File: config.mk
export PLATFORM = sky130hd
export DESIGN_NAME = bppp_out_fifo
export DESIGN_NICKNAME = d
export VERILOG_FILES = /design/src/sv/bppp_pkg.sv /design/src/sv/bppp_out_fifo.sv
export SDC_FILE = /design/constraint.sdc
export NUM_CORES = 1
export LEC_CHECK = 0
export BUFFER_PORTS_ARGS = -buffer_cell sky130_fd_sc_hd__buf_2
export CAP_MARGIN = 5
export CORE_AREA = 2 2 90 92
export CTS_CLUSTER_DIAMETER = 80
export CTS_CLUSTER_SIZE = 24
export DETAILED_ROUTE_END_ITERATION = 8
export DIE_AREA = 0 0 92 94
export PLACE_DENSITY = 0.85
export SETUP_SLACK_MARGIN = 0.1
export SLEW_MARGIN = 20
export SYNTH_ARGS = -nofsm -noshare
export SYNTH_HDL_FRONTEND = slang
export SYNTH_SLANG_ARGS = --single-unit
File: constraint.sdc
create_clock -name clk -period 2.05 [get_ports clk]
set_input_delay 0.205 -clock clk [delete_from_list [all_inputs] [get_ports clk]]
set_output_delay 0.205 -clock clk [all_outputs]
set_load 0.03 [all_outputs]
File: src/sv/bppp_pkg.sv
// Types, constants and helpers shared by the projection profile core.
package bppp_pkg;

    localparam int COORD_W     = 12;
    localparam int COUNT_W     = 13;
    localparam int VALUE_W     = 8;
    localparam int APB_ADDR_W  = 4;
    localparam int APB_DATA_W  = 32;
    localparam int STORE_DEPTH = 1 << COORD_W;
    localparam int FIFO_DEPTH  = 4;
    localparam int FIFO_PTR_W  = $clog2(FIFO_DEPTH);
    localparam int FIFO_LVL_W  = $clog2(FIFO_DEPTH + 1);

    // Saturation point of every count.
    localparam int MAX_DIM     = 4096;
    localparam int COUNT_MAX   = (1 << COUNT_W) - 1;
    localparam logic [COUNT_W-1:0] COUNT_CAP =
        COUNT_W'((MAX_DIM > COUNT_MAX) ? COUNT_MAX : MAX_DIM);

    typedef logic [COORD_W-1:0]    coord_t;
    typedef logic [COUNT_W-1:0]    count_t;
    typedef logic [VALUE_W-1:0]    pix_t;
    typedef logic [1:0]            opcode_t;
    typedef logic [1:0]            reg_idx_t;
    typedef logic                  kind_t;
    typedef logic [FIFO_PTR_W-1:0] fifo_ptr_t;
    typedef logic [FIFO_LVL_W-1:0] fifo_lvl_t;

    localparam opcode_t OP_PIXEL = 2'd0;
    localparam opcode_t OP_READ  = 2'd1;
    localparam opcode_t OP_CLEAR = 2'd2;

    localparam kind_t KIND_ROW = 1'b0;
    localparam kind_t KIND_COL = 1'b1;

    localparam reg_idx_t REG_ROI_LEFT   = 2'd0;
    localparam reg_idx_t REG_ROI_TOP    = 2'd1;
    localparam reg_idx_t REG_ROI_RIGHT  = 2'd2;
    localparam reg_idx_t REG_ROI_BOTTOM = 2'd3;

    typedef struct packed {
        kind_t  kind;
        coord_t index;
        count_t count;
    } result_t;

    typedef struct packed {
        logic   en;
        coord_t addr;
        count_t data;
    } store_wr_t;

    function automatic count_t sat_inc(input count_t v);
        return (v >= COUNT_CAP) ? COUNT_CAP : v + COUNT_W'(1);
    endfunction

endpackage

File: src/sv/bppp_out_fifo.sv
// Small result queue that decouples the update pipeline from the result channel.
module bppp_out_fifo (
    input  logic                clk,
    input  logic                rst_n,
    input  logic                push,
    input  bppp_pkg::result_t   push_data,
    input  logic                pop,
    output logic                not_empty,
    output bppp_pkg::result_t   head,
    output bppp_pkg::fifo_lvl_t level
);
    import bppp_pkg::*;

    result_t   entries_reg [FIFO_DEPTH];
    fifo_ptr_t wr_ptr_reg;
    fifo_ptr_t rd_ptr_reg;
    fifo_lvl_t level_reg;

    always_ff @(posedge clk)
    begin
        if (push)
        begin
            entries_reg[wr_ptr_reg] <= push_data;
        end
    end

    always_ff @(posedge clk or negedge rst_n)
    begin
        if (!rst_n)
        begin
            wr_ptr_reg <= '0;
            rd_ptr_reg <= '0;
            level_reg  <= '0;
        end
        else
        begin
            if (push)
            begin
                wr_ptr_reg <= wr_ptr_reg + FIFO_PTR_W'(1);
            end
            if (pop)
            begin
                rd_ptr_reg <= rd_ptr_reg + FIFO_PTR_W'(1);
            end
            if (push && !pop)
            begin
                level_reg <= level_reg + FIFO_LVL_W'(1);
            end
            else if (pop && !push)
            begin
                level_reg <= level_reg - FIFO_LVL_W'(1);
            end
        end
    end

    assign not_empty = (level_reg != '0);
    assign head      = entries_reg[rd_ptr_reg];
    assign level     = level_reg;

endmodule

After elaboration in Yosys (flattened, before gate mapping)
Memory sizes are Yosys's and may differ from the RTL's. Index checks and enable logic that the tools add are counted. Widths: inputs -> output; s select.

Output and inout port bits: 30. RAM bits: 104. Logic and storage cells: 18. Register bits: 7. Memories: 1. Input port bits: 30.

Memory list: entries_reg (words 4, width 26, rd ports 1, clocked after Yosys merged registers in 0, write ports 1, RTL line bppp_out_fifo.sv:14) `result_t entries_reg [FIFO_DEPTH];`.

Add/subtract/negate cells: 4. Reductions and logical operators: 6. Mux-type cells: 4.

Operators with widths (number): $mux 3 (2); $add 2x1->2 const B (2); $add 3x1->3 const B (1); $reduce_bool 3->1 (1); $sub 3x1->3 const B (1); $logic_and 1x1->1 (2); $logic_not 1->1 (2); $mux 1 (2); $reduce_bool 2->1 (1).

Depth between registers and ports, before layout
Depth in word-level cells: 4. Depth in mapped cells: 7. Mapped depth without buffers: 7.

Worst setup path before layout
OpenSTA, ideal clock, no wires.

Path kind: register -> register. From: register wr_ptr_reg[0]. To: memory entries_reg[2][0] (netlist bit), enable pin. Data required time: 1.665 ns. Period minus slack after synthesis: 1.661 ns. Setup time: 0.385 ns. Arrival time: 1.276 ns. Cell stages (with the launch flop): 4. Buffers on the path: 0. Setup slack: 0.389 ns. Cells stage by stage: dfrtp_1 > inv_1 > ha_1 > and2_1.

RTL lines: from (decl) (RTL line bppp_out_fifo.sv:15) `fifo_ptr_t wr_ptr_reg;`; from (signal assigned) (RTL line bppp_out_fifo.sv:39) `wr_ptr_reg <= wr_ptr_reg + FIFO_PTR_W'(1);`; to (decl) (RTL line bppp_out_fifo.sv:14).

Straight into the memory's write port.

==> results.txt <==
Mux cell area share after synthesis: 0.150
Yosys warns: 0
# port buffers: 59
PD cells: 1440 mW/mm^2
Initial Utilization: 0.551
Worst Setup End Kind: primary output
Root Buffer: clkbuf_8
Post-CTS Setup Bufs: 0
Max Clock Freq: 522 MHz
Max Buffers Root-to-Sink: 2
Relative slew margins: 0.851
GR Util All Layers: 0.169
Vias in the first global route: 2035
CTS tree: done
Leakage: 1.74 nW
Synth Area in Adders: 0.0197
Cell area after layout: 0.00485 sq mm
Combinational family with the most area after synthesis: multiplexers
Setup Viol. Count Final: 0
Drt pass-1 iters: 6
Unrepaired setup endpoints after global routing: yes
Avg Inst Size Synth: 24.8 sq um
Cell Rows: 32
Worst path arrival time: 1.71 ns
Period utilisation layout: 0.934
VDD IR max: 965 uV
Max H-tree Level: 3
Syn nets: 205
Die ar.: 0.00865 sq mm
CP Max Fanout: 17
Post-Route Utilization: 0.638
Ratio of cells with drive above 1 in the final layout: 0.418
HP Class: input pin to register
Final Net Count: 281
Final TNS setup: 0 ns
Critical path startpoint category: register
HPWL Detailed: 4350 microns
Clk slew on worst S/H paths: 0.10 ns
Die Height: 94 microns
Final Power: 6.98 mW
Starting DRC count in detailed routing: 96
Worst-Skew Late Latency: 0.36 ns
Synthesis-to-finish area growth: 15.9%
Diodes inserted: 0
Flop-to-flop setup slack: 0.68 ns
Number of nets with antenna violations after routing: 0
Initial antenna violation count: 0
Max Cap Violations: 0
Seq cells post-synth: 111
Critical path class: register to primary output
Worst clock skew: 0.00863 ns
Core ar.: 0.00761 sq mm
Total gr overflow: 0
CTS Sinks: 111
Status: completed
CP required: 1.85 ns
Global placement routability congestion: 0.629
Post-Syn Area: 0.00419 sq mm
Num CTS Buffers: 9
Final Critical Period: 1.91 ns
Measured slew at the worst slew-check pin: 0.223 ns
Max reg flops: 104
Residual DRC: 0
Synth cell types: 18
Synth Area in Compound Gates: 0.00119
Die X: 92 microns
Synth Area in XOR/XNOR: 0.0125
Final Hold Vio Count: 0
Synthesized instance count: 169
Via Count: 1905
First-pass GRT wire length: 10500 microns
Routed wire length: 6610 microns
Largest net degree at the start of global routing: 28
Sequential area share after synthesis: 0.787
Dpl cell area: 0.00465 sq mm
Io pins: 60
WL per Instance: 18.8 microns
Drt via density: 5.43
Fraction of the mapped netlist area in simple logic gates: 0.0102
Slew Viols, Final: 0
[synth_stat cells]
library cell / instances / share of area
and2_1: 4 / 0.0060
buf_12: 2 / 0.0096
buf_2: 3 / 0.0036
buf_6: 1 / 0.0027
dfrtp_1: 7 / 0.042
edfxtp_1: 104 / 0.75
fa_1: 1 / 0.0048
ha_1: 5 / 0.015
inv_1: 4 / 0.0036
mux2_2: 1 / 0.0027
mux4_1: 8 / 0.050
mux4_2: 18 / 0.097
nand2_1: 2 / 0.0018
nor2_1: 1 / 0.00090
o21ai_0: 1 / 0.0012
or3_1: 1 / 0.0015
xnor2_1: 2 / 0.0042
xor2_1: 4 / 0.0084
[final timing paths]
path	depth (start not counted)	end	startpoint
max	3	head[19]	rd_ptr_reg[0]
min	1	entries_reg[1][22]	push_data[22]
max reg2reg	4	level[2]	level[0]
min reg2reg	1	level[2]	level[2]
max in group asynchronous	2	rd_ptr_reg[0]	rst_n
min in group asynchronous	2	level[0]	rst_n
[stage by stage]
stage | hold WS (ns) | cells | setup slack (ns)
floorplan | -0.0906 | 169 | 0.389
global placement | 0.0477 | 335 | 0.500
finish | 0.0519 | 351 | 0.136
global route | 0.0261 | 351 | 0.0572
detailed placement | 0.0483 | 335 | 0.491
CTS | 0.0345 | 351 | 0.0932
[repair_timing]
action	CTS	global route
endpoints found under the setup margin	1	6
hold buffers	1	0
gates resized for setup	1	0
hold endpoints to repair	7	0
[metal layers]
layer  wire length, microns  vias up  share of wire  GRT usage
met3                    329        8          0.050     0.0482
met4                     80        0          0.012     0.0522
li1                       -      854              -          -
met5                      0        -              0          0
met2                   3550       56           0.54      0.293
met1                   2650      987           0.40      0.210
[report_power, final]
part | leakage, nW | switching (mW) | total [mW] | internal, mW
clock network | 0.0887 | 0.662 | 1.22 | 0.554
registers | 1.04 | 0.150 | 3.13 | 2.98
logic | 0.611 | 1.61 | 2.64 | 1.02
total | 1.74 | 2.42 | 6.98 | 4.55
[placed cells by master (no fill, tap or decap), types with 2 or more instances in the layout]
cell,instances
dfrtp_1,6
buf_4,8
nand2_1,2
clkbuf_8,9
buf_12,2
ha_1,5
mux4_1,8
xor2_1,4
clkinvlp_4,2
xnor2_1,2
buf_2,59
inv_1,4
edfxtp_1,104
mux4_2,18
and2_1,4
[worst max-delay path, stage by stage (launching register included)]
cell	delay, ns
dfrtp_2	0.40
buf_12	0.19
mux4_1	0.57
buf_2	0.19
[layout make-up]
cell class	instances	area (sq um)
Multi-Input combinational cell	48	810
Tap cell	102	128
Clock inverter	6	62.6
Inverter	4	15.0
Clock buffer	9	124
Sequential cell	111	3300
Timing Repair Buffer	71	417
Fill cell	538	2750
[kinds of logic after synthesis]
logic type	after synthesis
AOI/OAI and AO/OA	1
DFF	111
xor gates and xnor gates	6
muxes	27
and+or+nand+nor	8
adders and majority gates	6
buffers and inverters	10
(Power assumes the default switching activity.)
